==> src/rtl/ask_pkg.sv <==
`timescale 1ns / 1ps
// ----------------------------------------------------------------------------
// Ackermann steering kinematics package
// Shared types, constants and helpers for the front, queue and back modules.
// ----------------------------------------------------------------------------
package ask_pkg;

  // Width of every configuration register.
  localparam int unsigned CFG_W = 31;

  // Quarter turn in Q2.16 radians, the largest steering angle magnitude.
  localparam logic signed [19:0] HALF_PI_Q16 = 20'sd102944;

  // Configuration register bundle.
  typedef struct packed {
    logic [CFG_W-1:0] axle_dist;
    logic [CFG_W-1:0] rear_track;
    logic [CFG_W-1:0] kingpin_spacing;
    logic [CFG_W-1:0] roll_radius;
    logic [CFG_W-1:0] curvature_limit;
  } cfg_t;

  // Item passed from the front to the back: speed and clamped curvature.
  typedef struct packed {
    logic signed [31:0] speed;
    logic signed [31:0] curv;
  } cmd_t;

  // How a steering angle is produced.
  typedef enum logic [1:0] {
    AM_CORDIC,
    AM_ZERO,
    AM_HALFPI
  } ang_mode_e;

  // Magnitude of a signed 32-bit value; the most negative value maps to 2^31.
  function automatic logic [31:0] mag32(input logic signed [31:0] a);
    logic [31:0] m;
    m = a[31] ? 32'(-a) : 32'(a);
    return m;
  endfunction

endpackage

==> src/rtl/ask_queue.sv <==
`timescale 1ns / 1ps
// ----------------------------------------------------------------------------
// Ackermann command queue
// Short first-in first-out queue that decouples the front end from the back.
// ----------------------------------------------------------------------------
module ask_queue #(
  parameter int unsigned DEPTH = 4
) (
  input  logic          clk_i,
  input  logic          rst_ni,
  input  logic          push_i,
  input  ask_pkg::cmd_t push_data_i,
  output logic          full_o,
  input  logic          pop_i,
  output ask_pkg::cmd_t pop_data_o,
  output logic          avail_o
);

  localparam int unsigned PtrW = (DEPTH > 1) ? $clog2(DEPTH) : 1;
  localparam int unsigned CntW = $clog2(DEPTH + 1);

  ask_pkg::cmd_t   mem_q [DEPTH];
  logic [PtrW-1:0] wr_ptr_q, wr_ptr_d;
  logic [PtrW-1:0] rd_ptr_q, rd_ptr_d;
  logic [CntW-1:0] cnt_q, cnt_d;

  assign full_o     = (cnt_q == CntW'(DEPTH));
  assign avail_o    = (cnt_q != '0);
  assign pop_data_o = mem_q[rd_ptr_q];

  // Pointer and fill count update.
  always_comb begin
    wr_ptr_d = wr_ptr_q;
    rd_ptr_d = rd_ptr_q;
    cnt_d    = cnt_q;
    if (push_i) begin
      wr_ptr_d = (wr_ptr_q == PtrW'(DEPTH - 1)) ? '0 : wr_ptr_q + 1'b1;
    end
    if (pop_i) begin
      rd_ptr_d = (rd_ptr_q == PtrW'(DEPTH - 1)) ? '0 : rd_ptr_q + 1'b1;
    end
    if (push_i && !pop_i) begin
      cnt_d = cnt_q + 1'b1;
    end else if (pop_i && !push_i) begin
      cnt_d = cnt_q - 1'b1;
    end
  end

  always_ff @(posedge clk_i or negedge rst_ni) begin
    if (!rst_ni) begin
      wr_ptr_q <= '0;
      rd_ptr_q <= '0;
      cnt_q    <= '0;
    end else begin
      wr_ptr_q <= wr_ptr_d;
      rd_ptr_q <= rd_ptr_d;
      cnt_q    <= cnt_d;
    end
  end

  // Storage.
  always_ff @(posedge clk_i) begin
    if (push_i) begin
      mem_q[wr_ptr_q] <= push_data_i;
    end
  end

endmodule

==> config.mk <==
export PLATFORM = sky130hd
export DESIGN_NAME = ask_queue
export DESIGN_NICKNAME = d
export VERILOG_FILES = /design/src/rtl/ask_pkg.sv /design/src/rtl/ask_queue.sv
export SDC_FILE = /design/constraint.sdc
export NUM_CORES = 1
export LEC_CHECK = 0
export ABC_AREA = 0
export BUFFER_PORTS_ARGS = -buffer_cell sky130_fd_sc_hd__buf_2
export CAP_MARGIN = 20
export CORE_MARGIN = 2
export CORE_UTILIZATION = 44
export CTS_BUF_LIST = sky130_fd_sc_hd__clkbuf_2 sky130_fd_sc_hd__clkbuf_4 sky130_fd_sc_hd__clkbuf_8
export DETAILED_ROUTE_END_ITERATION = 6
export PLACE_DENSITY_LB_ADDON = 0.25
export SETUP_SLACK_MARGIN = 0.2
export SLEW_MARGIN = 0
export SYNTH_ARGS = -nofsm -noshare
export SYNTH_HDL_FRONTEND = slang
export SYNTH_SLANG_ARGS = --single-unit
export TNS_END_PERCENT = 10
==> constraint.sdc <==
create_clock -name clk_i -period 3.05 [get_ports clk_i]
set_input_delay 0.1525 -clock clk_i [delete_from_list [all_inputs] [get_ports clk_i]]
set_output_delay 0.1525 -clock clk_i [all_outputs]
set_load 0.01 [all_outputs]
* Word-level counts from Yosys, hierarchy flattened
Memories as Yosys holds them, arrays and structs flattened.
Index checks and enable logic that the tools add are counted.
** Word-level totals
- Register bits :: 7
- Bits in writable memories :: 256
- Input bits :: 68
- Output and inout bits :: 66
- Word-level logic and storage cells :: 23
- Memories :: 1
** Cells by class
- $add $sub $neg :: 4
- Equal/unequal tests :: 3
- Muxes and demuxes :: 6
- Reduce and logical (&&, ||, !) cells :: 6
** Memory list
- mem_q :: depth 4, bits a word 64, rd ports 1, clocked after memory_dff 0, wr ports 1, line ask_queue.sv:22 : ask_pkg::cmd_t mem_q [DEPTH];
** Operators by type and width (number)
- 2-to-1 mux 3 bit :: 2
- adder 2 x 1 -> 2 bit (second input constant) :: 2
- equality test 2 bit (second input constant) :: 2
- 2-to-1 mux 2 bit :: 2
- adder 3 x 1 -> 3 bit (second input constant) :: 1
- equality test 3 bit (second input constant) :: 1
- nonzero test 3 bit :: 1
- subtractor 3 x 1 -> 3 bit (second input constant) :: 1
- logical AND 1 bit :: 2
- zero test 1 bit :: 2
- 2-to-1 mux 1 bit :: 2
- nonzero test 2 bit :: 1

* Logic depth before layout (Yosys ltp)
Gate-level depths: netlist of the first run.
- Depth in word-level cells :: 4
- Gate-level depth with buffers :: 7
- Mapped depth without buffers :: 7

* Least setup slack after synthesis of the first run
Ideal clock, no wire load.
- Kind :: register to register
- Start :: register wr_ptr_q[0]
- End :: memory mem_q[0][0] (netlist bit) (enable)
- Setup time :: 0.429 ns
- Arrival time :: 2.129 ns
- Required time :: 2.621 ns
- Path slack :: 0.492 ns
- Cell stages (with the launch flop) :: 4
- Path buffers :: 0
- Period minus slack after synthesis :: 2.558 ns
- Cells stage by stage :: dfrtp_1 > inv_1 > ha_1 > and2_1
** RTL lines
- start: declaration :: line ask_queue.sv:23 : logic [PtrW-1:0] wr_ptr_q, wr_ptr_d;
- start signal: assignment :: line ask_queue.sv:55 : wr_ptr_q <= wr_ptr_d;
- end: declaration :: line ask_queue.sv:22
No word-level cell before the write port.

==> impl_metrics.tcl, run 1 <==
set metrics [dict create \
    status "complete, no violations" \
    leakagePower_uw 0.004302 \
    critical_path_peak_fanout 21 \
    chipHeight_um 152.1 \
    netlist_area_sq_mm 0.009647 \
    globalRoute.totalOverflow 0 \
    drive_gt1_share_pct 44.25 \
    fin_worst_skew_ps 9.502 \
    grt_pass1_wl_um 27830 \
    firstDrtPassIters 4 \
    post-route-period-util_pct 83.65 \
    setup_viol 0 \
    rows 54 \
    postSynthCellCount 371 \
    cts_clk_pin_slew_worst_paths_ps 60 \
    synth_sequential_area_ratio_pct 81.50 \
    postCtsSetupRepairBufs 0 \
    finalCriticalPeriod_ps 2551 \
    starting_utilization_of_the_core_area_pct 44.48 \
    final_net_count 687 \
    ys_types 19 \
    initialDrtViolationCount 217 \
    worst_ep_arrival_time_ps 2400 \
    place.gp.congestion 0.7296 \
    vias 4610 \
    setup.worst_path.end_class "output pin" \
    seq_power_share_pct 45.3 \
    clock_latency_ps 520 \
    pwr_density_cell_mw_per_mm2 889.7 \
    port_buffers 133 \
    cap_viol_max_count 0 \
    cts_tree "yes" \
    postSynthNetCount 446 \
    internal_power_uw 7885 \
    dieArea_sq_mm 0.02313 \
    tns_ps 0 \
    wl_per_cell_um 19.19 \
    postSynthAreaPerCell_sq_um 26.00 \
    combinationalPowerShare_pct 27.0 \
    synthDominantAreaCellType "edfxtp_1" \
    vdd.ir_drop.worst_v 0.0005615 \
    grt_util_all_layers_pct 15.53 \
    report.power.total_uw 10920 \
    n_fill_cell 1640 \
    io_pins 134 \
    postRouteWirelength_um 17750 \
    cts.htree.levels 2 \
    cts-buffers-inserted 44 \
    fmax_mhz 391.9 \
    route.detailed.drc 0 \
    net_sw_power_uw 3034 \
    vias_in_the_first_global_route 5202 \
    cts.sinks 263 \
    ys_ff_latch 263 \
    max-slew-margin-rel_pct 60.12 \
    netlist.area_leader.share_pct 79.69 \
    yosys-top-cells-area "edfxtp_1, mux4_2, dfrtp_1" \
    worstPathCellList "buf_4 -> mux4_2 -> buf_2" \
    timing.hold.worst.class "input port to flip-flop" \
    post_drt_via_cell_ratio 4.984 \
    clockBufferDepth 3 \
    timing_max_transition_violations_final 0 \
    grt_start_max_net_pins 40 \
    detailed_place.area_sq_mm 0.01071 \
    post-route-util_pct 56.58 \
    post-dp-hpwl_um 10350 \
    clockPowerShare_pct 27.7 \
    timing.critical_path.from_type "flip-flop" \
    worst_setup_path_type "flip-flop to output pin" \
    grt_antenna_before_repair 1 \
    crit_path_max_incr_delay_ps 710 \
    synth_warnings 0 \
    switching_share_pct 27.79 \
    placeableCoreArea_sq_mm 0.02169 \
    syn_to_final_growth_pct 27.21 \
    worst-endpoint-required_ps 2900 \
    finish.instance_area_sq_mm 0.01227 \
    finalHoldViolations 0 \
    drt.antenna.violating_nets 0 \
    timing.critical_path.slowest_stage_cell "dfrtp_4" \
    tightest_slew_ps 598.2 \
    mostFrequentLayoutCells "edfxtp_1, buf_2, dlygate4sd3_1" \
    root_buffer "clkbuf_8" \
    chipWidth_um 152.1 \
    rsz0062_at_grt "false" \
    layout.cells.most_common "edfxtp_1" \
]
-- worst max-delay path, delay by kind of cell, from the launching register on --
| kind | cells | cell delay, ps |
|---|---|---|
| flip-flops | 1 | 710 |
| multiplexers | 1 | 560 |
| buffers and inverters | 2 | 580 |
-- power groups by stage --
stage | Combinational [uW] | Clock, uW | Sequential [uW]
after floorplan | 2040 | 0 | 4840
after global placement | 2910 | 0 | 5010
after detailed placement | 2950 | 0 | 5050
after CTS | 3030 | 3130 | 4970
after global routing | 3190 | 3290 | 5020
final | 2950 | 3020 | 4950
-- flip-flops by register name, summed over array words and instances (netlist names) --
name and flops:
cnt_q 3, mem_q 256, rd_ptr_q 2, wr_ptr_q 2
-- cells by family (layout without fill, tap and decap cells) --
group,count (synthesis),count (layout),synth area share [%]
flip-flops,263,263,81.50
multiplexers,67,67,15.29
buffers and inverters,18,291,1.245
AND/OR/NAND/NOR,11,11,0.5967
adder cells (fa/ha/maj),7,7,0.9857
XOR/XNOR,3,3,0.2724
AO/OA/AOI/OAI,2,2,0.1038
other,0,1,0
-- cell usage after synthesis, drive strengths merged --
cell type / n
edfxtp: 256
buf: 13
mux4: 64
nor3b: 1
fa: 1
ha: 6
nor2: 3
o21ai: 2
and2: 4
inv: 4
xnor2: 1
xor2: 2
or3: 1
mux2: 3
nand2: 2
dfrtp: 7
clkbuf: 1
-- metrics by stage --
step,setup slack [ps],hold WS [ps],std cells
floorplan,492.1,-143.1,371
global placement,998.4,4.732,778
detailed placement,964.6,14.70,778
CTS,387.0,338.3,924
global route,293.6,350.1,924
finish,498.5,376.9,925
-- path summary, 6_finish.rpt --
kind                                          from                 endpoint  slack [ps]  cells past startpoint
min in group asynchronous                   rst_ni  rd_ptr_q[1]$_DFFE_PN0P_         620                      3
max reg2reg                wr_ptr_q[0]$_DFFE_PN0P_   mem_q[0][15]$_DFFE_PP_        1250                      4
max                        rd_ptr_q[0]$_DFFE_PN0P_           pop_data_o[45]         500                      3
max in group asynchronous                   rst_ni  rd_ptr_q[0]$_DFFE_PN0P_        2100                      3
min reg2reg                   cnt_q[2]$_DFFE_PN0P_     cnt_q[2]$_DFFE_PN0P_         490                      1
min                                push_data_i[26]   mem_q[2][26]$_DFFE_PP_         380                      2
-- layer usage --
| metal | wire, um | up-vias | track usage (%) |
|---|---|---|---|
| met5 | 0 | - | 0 |
| met4 | 221 | 0 | 4.673 |
| met3 | 1139 | 23 | 4.792 |
| met2 | 8712 | 148 | 25.48 |
| met1 | 7679 | 2358 | 20.19 |
| li1 | - | 2081 | - |
-- layout make-up --
class / instances / area [sq um] / share of cell area (%)
flip-flops and latches: 263 / 7870 / 64.13
multi-input cells: 90 / 1674 / 13.64
repair buffers: 209 / 1481 / 12.07
clock buffers: 66 / 802.0 / 6.535
well taps: 280 / 350.3 / 2.855
clock inverters: 12 / 76.32 / 0.6219
inverters: 4 / 15.01 / 0.1223
diodes: 1 / 2.502 / 0.02039
-- timing repair --
| item | in CTS | in global routing |
|---|---|---|
| endpoints found under the hold margin | 267 | 0 |
| gates resized for setup | 0 | 0 |
| hold buffers | 68 | 0 |
(Power assumes the default switching activity.)
==> run 2: changes to the inputs <==
- ABC_AREA: 0 -> 1
- clock period: 3.05 -> 2.5 ns (I/O delays scaled with it)
==> run 2 against run 1 <==
Core utilization is 0.93 points lower. Final area is 7.1% higher. Sequential power is 19% higher. Critical path depth is 2 higher. Largest power group unchanged. Clock skew is 2.3 ps lower. Worst setup slack worse by 160 ps. Critical path type unchanged. Synthesized cell count is 120% higher.
==> impl_metrics.tcl, run 2 <==
set metrics [dict create \
    status "complete, no violations" \
    worst_setup_path_type "flip-flop to output pin" \
    multi_input_gate_area_in_the_final_layout_sq_mm 0.001893 \
    root_buffer "clkbuf_8" \
    fin_worst_skew_ps 7.206 \
    post_drt_via_cell_ratio 4.719 \
    cap_viol_max_count 0 \
    place.gp.congestion 0.7257 \
    cts_tree "yes" \
    chipHeight_um 159.6 \
    drive_gt1_share_pct 21.27 \
    setup.worst_path.end_class "output pin" \
    grt_antenna_before_repair 0 \
    cts_clk_pin_slew_worst_paths_ps 60 \
    placeableCoreArea_sq_mm 0.02361 \
    drt.antenna.violating_nets 0 \
    worst-endpoint-required_ps 2380 \
    rows 56 \
    timing.hold.worst.class "input port to flip-flop" \
    io_pins 134 \
    route.detailed.drc 0 \
    critical_path_peak_fanout 68 \
    clock_latency_ps 520 \
    pwr_density_cell_mw_per_mm2 1051 \
    final-seq-area_sq_mm 0.007866 \
    antenna_cells_inserted 0 \
    netlist_area_sq_mm 0.01066 \
    clockBufferDepth 3 \
    final_net_count 1098 \
    initialDrtViolationCount 333 \
    postSynthCellCount 800 \
    globalRoute.totalOverflow 0 \
    synth_edf_count 256 \
    n_fill_cell 1966 \
    synth_sequential_area_ratio_pct 73.78 \
    synth_top_cells_by_count "edfxtp_1, nand2_1, inv_1" \
    postSynthNetCount 875 \
    dieArea_sq_mm 0.02548 \
    synth_warnings 0 \
    syn_to_final_growth_pct 23.32 \
    ys_types 18 \
    cts.sinks 263 \
    tightest_slew_ps 496.2 \
    timing.critical_path.from_type "flip-flop" \
    fmax_mhz 462.1 \
    setup_viol 0 \
    vdd.ir_drop.worst_v 0.0005936 \
    firstDrtPassIters 4 \
    netlist.area_leader.share_pct 72.14 \
    report.power.total_uw 13810 \
    finalHoldViolations 0 \
    post-dp-hpwl_um 12180 \
    starting_utilization_of_the_core_area_pct 45.13 \
    cts.htree.levels 2 \
    post-place-ws_ps 672.3 \
    worst_ep_arrival_time_ps 2040 \
    ys_ff_latch 263 \
    grt_pass1_wl_um 33420 \
    postSynthAreaPerCell_sq_um 13.32 \
    vias_in_the_first_global_route 6477 \
    grt_util_all_layers_pct 16.55 \
    chipWidth_um 159.6 \
    max-slew-margin-rel_pct 66.88 \
    mostFrequentLayoutCells "edfxtp_1, nand2_1, inv_1" \
    cts-buffers-inserted 43 \
    post-route-period-util_pct 86.57 \
    layout.cells.most_common "edfxtp_1" \
    postCtsSetupRepairBufs 0 \
    vias 6475 \
    finalCriticalPeriod_ps 2164 \
    port_buffers 133 \
    post-route-worst-setup-slack_ps 335.8 \
    timing_max_transition_violations_final 0 \
    grt_start_max_net_pins 69 \
    yosysMostFrequentCell "edfxtp_1" \
    yosys-top-cells-area "edfxtp_1, o211ai_1, nand2_1" \
    largest_registers "mem_q: 256 flops, cnt_q: 3 flops" \
    regMostFlops "mem_q" \
    tns_ps 0 \
    rsz0062_at_grt "true" \
    synthDominantAreaCellType "edfxtp_1" \
    ys_async_sr_fraction_pct 2.662 \
    postRouteWirelength_um 20990 \
    wl_per_cell_um 15.30 \
    flip_flop_count_of_the_largest_register_all_copies_and_words_added 256 \
    leakagePower_uw 0.005374 \
    postSynth.topFlopCell "edfxtp_1" \
]
==> run 2: metal layers <==
metal,GRT usage [%],wire length (um)
met5,0,0
met4,4.876,439
met3,3.688,1109
met2,28.06,10130
met1,21.44,9313
==> run 2: timing repair <==
action	CTS	global route
endpoints found under the setup margin	23	43
resized for setup	1	3
hold buffers	68	0
hold endpoints to repair	267	0
==> run 2: area by class of cell <==
class | instances | area share, %
multi-input combinational | 354 | 14.41
tap | 319 | 3.037
inverter | 141 | 4.180
sequential | 263 | 59.86
clock buffer | 60 | 5.570
timing repair buffer | 220 | 12.28
clock inverter | 15 | 0.6665
==> run 2: cells by family (layout without fill, tap and decap cells) <==
family | count (synthesis) | in the layout | synth area share (%)
AO/OA/AOI/OAI | 132 | 132 | 9.205
flip-flops | 263 | 263 | 73.78
XOR/XNOR | 1 | 1 | 0.08220
buffers and inverters | 183 | 436 | 8.454
adder cells (fa/ha/maj) | 7 | 7 | 0.8923
AND/OR/NAND/NOR | 214 | 214 | 7.585
==> run 2: where the power goes <==
group	total [uW]	leakage, uW	internal [uW]	switching (uW)
sequential	5910	0.00243	5650	260
combinational	4340	0.00250	1580	2760
clock	3560	0.000438	1980	1580
total	13800	0.00537	9210	4600
==> run 2: path summary, 6_finish.rpt <==
path	startpoint	endpoint	slack, ps	cells past startpoint
max	rd_ptr_q[0]$_DFFE_PN0P_	pop_data_o[30]	340	5
min	push_data_i[4]	mem_q[3][4]$_DFFE_PP_	350	2
max reg2reg	wr_ptr_q[0]$_DFFE_PN0P_	mem_q[0][24]$_DFFE_PP_	710	5
min reg2reg	cnt_q[2]$_DFFE_PN0P_	cnt_q[2]$_DFFE_PN0P_	480	2
max in group asynchronous	rst_ni	rd_ptr_q[1]$_DFFE_PN0P_	1610	3
min in group asynchronous	rst_ni	rd_ptr_q[0]$_DFFE_PN0P_	590	3
==> run 2: critical path, cell delays in order (launching register included) <==
cell and delay, ps:
dfrtp_1 490, clkinv_8 260, buf_12 280, o211ai_1 190, nand2_1 110, buf_2 150
==> run 2: metrics by stage <==
stage / hold slack (ps) / std cells / cell area (sq um) / util [%]
2_1_floorplan: -170.6 / 800 / 10660 / -
3_3_place_gp: -21.86 / 1229 / 11630 / 49.26
3_5_place_dp: -19.40 / 1229 / 11630 / 49.26
4_1_cts: 312.4 / 1372 / 13130 / 55.62
5_1_grt: 330.2 / 1372 / 13140 / 55.65
6_report: 350.8 / 1372 / 13140 / 55.65
==> run 3: changes to the inputs <==
- ABC_AREA: 1 -> unset
==> run 3 against run 2 <==
Critical path depth shrank 2. Flip-flop and latch count is the same. First-iteration DRC count shrank 43%. Count of clock-buffer cells in the layout grew 11. Worst setup slack gained 39 ps. Via count shrank 27%. Sequential power is essentially flat. Wire length shrank 14%. Largest cell class unchanged. Largest power group unchanged.
==> impl_metrics.tcl, run 3 (synthesis gave the netlist of run 1 again) <==
set metrics [dict create \
    wl_per_cell_um 19.47 \
    post-route-worst-setup-slack_ps 375.0 \
    multi_input_gate_area_in_the_final_layout_sq_mm 0.001674 \
    drive_gt1_share_pct 45.37 \
    cts-buffers-inserted 43 \
    flip_flop_count_of_the_largest_register_all_copies_and_words_added 256 \
    grt_start_max_net_pins 44 \
    critical_path_peak_fanout 32 \
    vias_in_the_first_global_route 5213 \
    grt_antenna_before_repair 1 \
    mostFrequentLayoutCells "edfxtp_1, buf_2, dlygate4sd3_1" \
    timing_max_transition_violations_final 0 \
    fmax_mhz 470.6 \
    place.gp.congestion 0.7288 \
    io_pins 134 \
    post-place-ws_ps 665.5 \
    worst_ep_arrival_time_ps 2000 \
    finalHoldViolations 0 \
    setup.worst_path.end_class "output pin" \
    max-slew-margin-rel_pct 70.54 \
    clock_latency_ps 530 \
    finish.instance_area_sq_mm 0.01230 \
    starting_utilization_of_the_core_area_pct 44.48 \
    final-seq-area_sq_mm 0.007870 \
    setup_viol 0 \
    post-route-period-util_pct 85.00 \
    leakagePower_uw 0.004330 \
    port_buffers 133 \
    layout.cells.most_common "edfxtp_1" \
    worst-endpoint-required_ps 2380 \
    vias 4696 \
    regMostFlops "mem_q" \
    postRouteWirelength_um 18070 \
    timing.critical_path.from_type "flip-flop" \
    route.detailed.drc 0 \
    dieArea_sq_mm 0.02313 \
    syn_to_final_growth_pct 27.54 \
    cts.sinks 263 \
    post_drt_via_cell_ratio 5.060 \
    status "complete, no violations" \
    worst_setup_path_type "flip-flop to output pin" \
    root_buffer "clkbuf_8" \
    timing.hold.worst.class "input port to flip-flop" \
    final_net_count 692 \
    cts_clk_pin_slew_worst_paths_ps 60 \
    n_fill_cell 1653 \
    antenna_cells_inserted 0 \
    largest_registers "mem_q: 256 flops, cnt_q: 3 flops" \
    vdd.ir_drop.worst_v 0.0005039 \
    rsz0062_at_grt "false" \
    fin_worst_skew_ps 19.41 \
    chipHeight_um 152.1 \
    cts_tree "yes" \
    drt.antenna.violating_nets 0 \
    clockBufferDepth 3 \
    cap_viol_max_count 0 \
    pwr_density_cell_mw_per_mm2 1085 \
    chipWidth_um 152.1 \
    rows 54 \
    firstDrtPassIters 6 \
    post-dp-hpwl_um 10370 \
    globalRoute.totalOverflow 0 \
    initialDrtViolationCount 189 \
    placeableCoreArea_sq_mm 0.02169 \
    grt_pass1_wl_um 28210 \
    finalCriticalPeriod_ps 2125 \
    cts.htree.levels 2 \
    detailed_place.area_sq_mm 0.01075 \
    tightest_slew_ps 441.9 \
    grt_util_all_layers_pct 15.78 \
]
==> run 3: changes by cell type in the layout (fill, tap and decap cells not counted), sizes merged, moves of 5 or more <==
cell	change
buf	-5
clkbuf	+11
clkinv	-13
inv	-132
mux4	+64
nand2	-207
o211ai	-128
==> run 3: repair_timing <==
item | 4_1_cts | 5_1_grt
buffers inserted | 2 | 1
hold buffers | 68 | 0
endpoints found under the hold margin | 267 | 0
endpoints found under the setup margin | 39 | 11
resized for setup | 1 | 0
==> run 3: final timing paths <==
path | end | cells past startpoint | startpoint | slack (ps)
max reg2reg | mem_q[2][13]$_DFFE_PP_ | 4 | wr_ptr_q[0]$_DFFE_PN0P_ | 740
min | mem_q[2][37]$_DFFE_PP_ | 2 | push_data_i[37] | 340
max in group asynchronous | rd_ptr_q[0]$_DFFE_PN0P_ | 3 | rst_ni | 1590
min in group asynchronous | cnt_q[2]$_DFFE_PN0P_ | 3 | rst_ni | 590
min reg2reg | cnt_q[2]$_DFFE_PN0P_ | 1 | cnt_q[2]$_DFFE_PN0P_ | 500
max | pop_data_o[10] | 3 | rd_ptr_q[0]$_DFFE_PN0P_ | 370
==> run 3: layout make-up <==
class,instances,area share [%]
sequential,263,63.97
multi-input combinational,90,13.61
timing repair buffer,215,12.60
clock buffer,71,6.671
tap,280,2.848
clock inverter,5,0.1831
inverter,4,0.1220
==> run 3: power breakdown <==
| group | switching, uW | internal [uW] |
|---|---|---|
| Clock | 1520 | 2060 |
| Combinational | 1960 | 1900 |
| Sequential | 246 | 5660 |
==> run 3: layer usage <==
layer	global-route usage, %	wire (um)	vias to the layer above
met5	0	13	-
met4	4.628	334	2
met3	4.820	1096	30
met2	25.48	8617	154
met1	20.97	8009	2426
li1	-	-	2084
==> run 3: through the flow <==
stage	hold WS [ps]	utilization [%]	power (uW)	setup TNS, ps	std cells
finish	337.2	56.73	13350	0	928
global route	328.6	56.73	14070	0	928
CTS	304.0	56.67	13560	0	927
detailed placement	-26.24	49.54	9820	0	781
global placement	-32.88	49.54	9723	0	781
floorplan	-170.6	-	8387	-5146	371
==> run 3: critical path, cell delays in order, from the launching register on <==
cell     delay (ps)
dfrtp_4         470
buf_16          260
mux4_2          570
buf_2           160
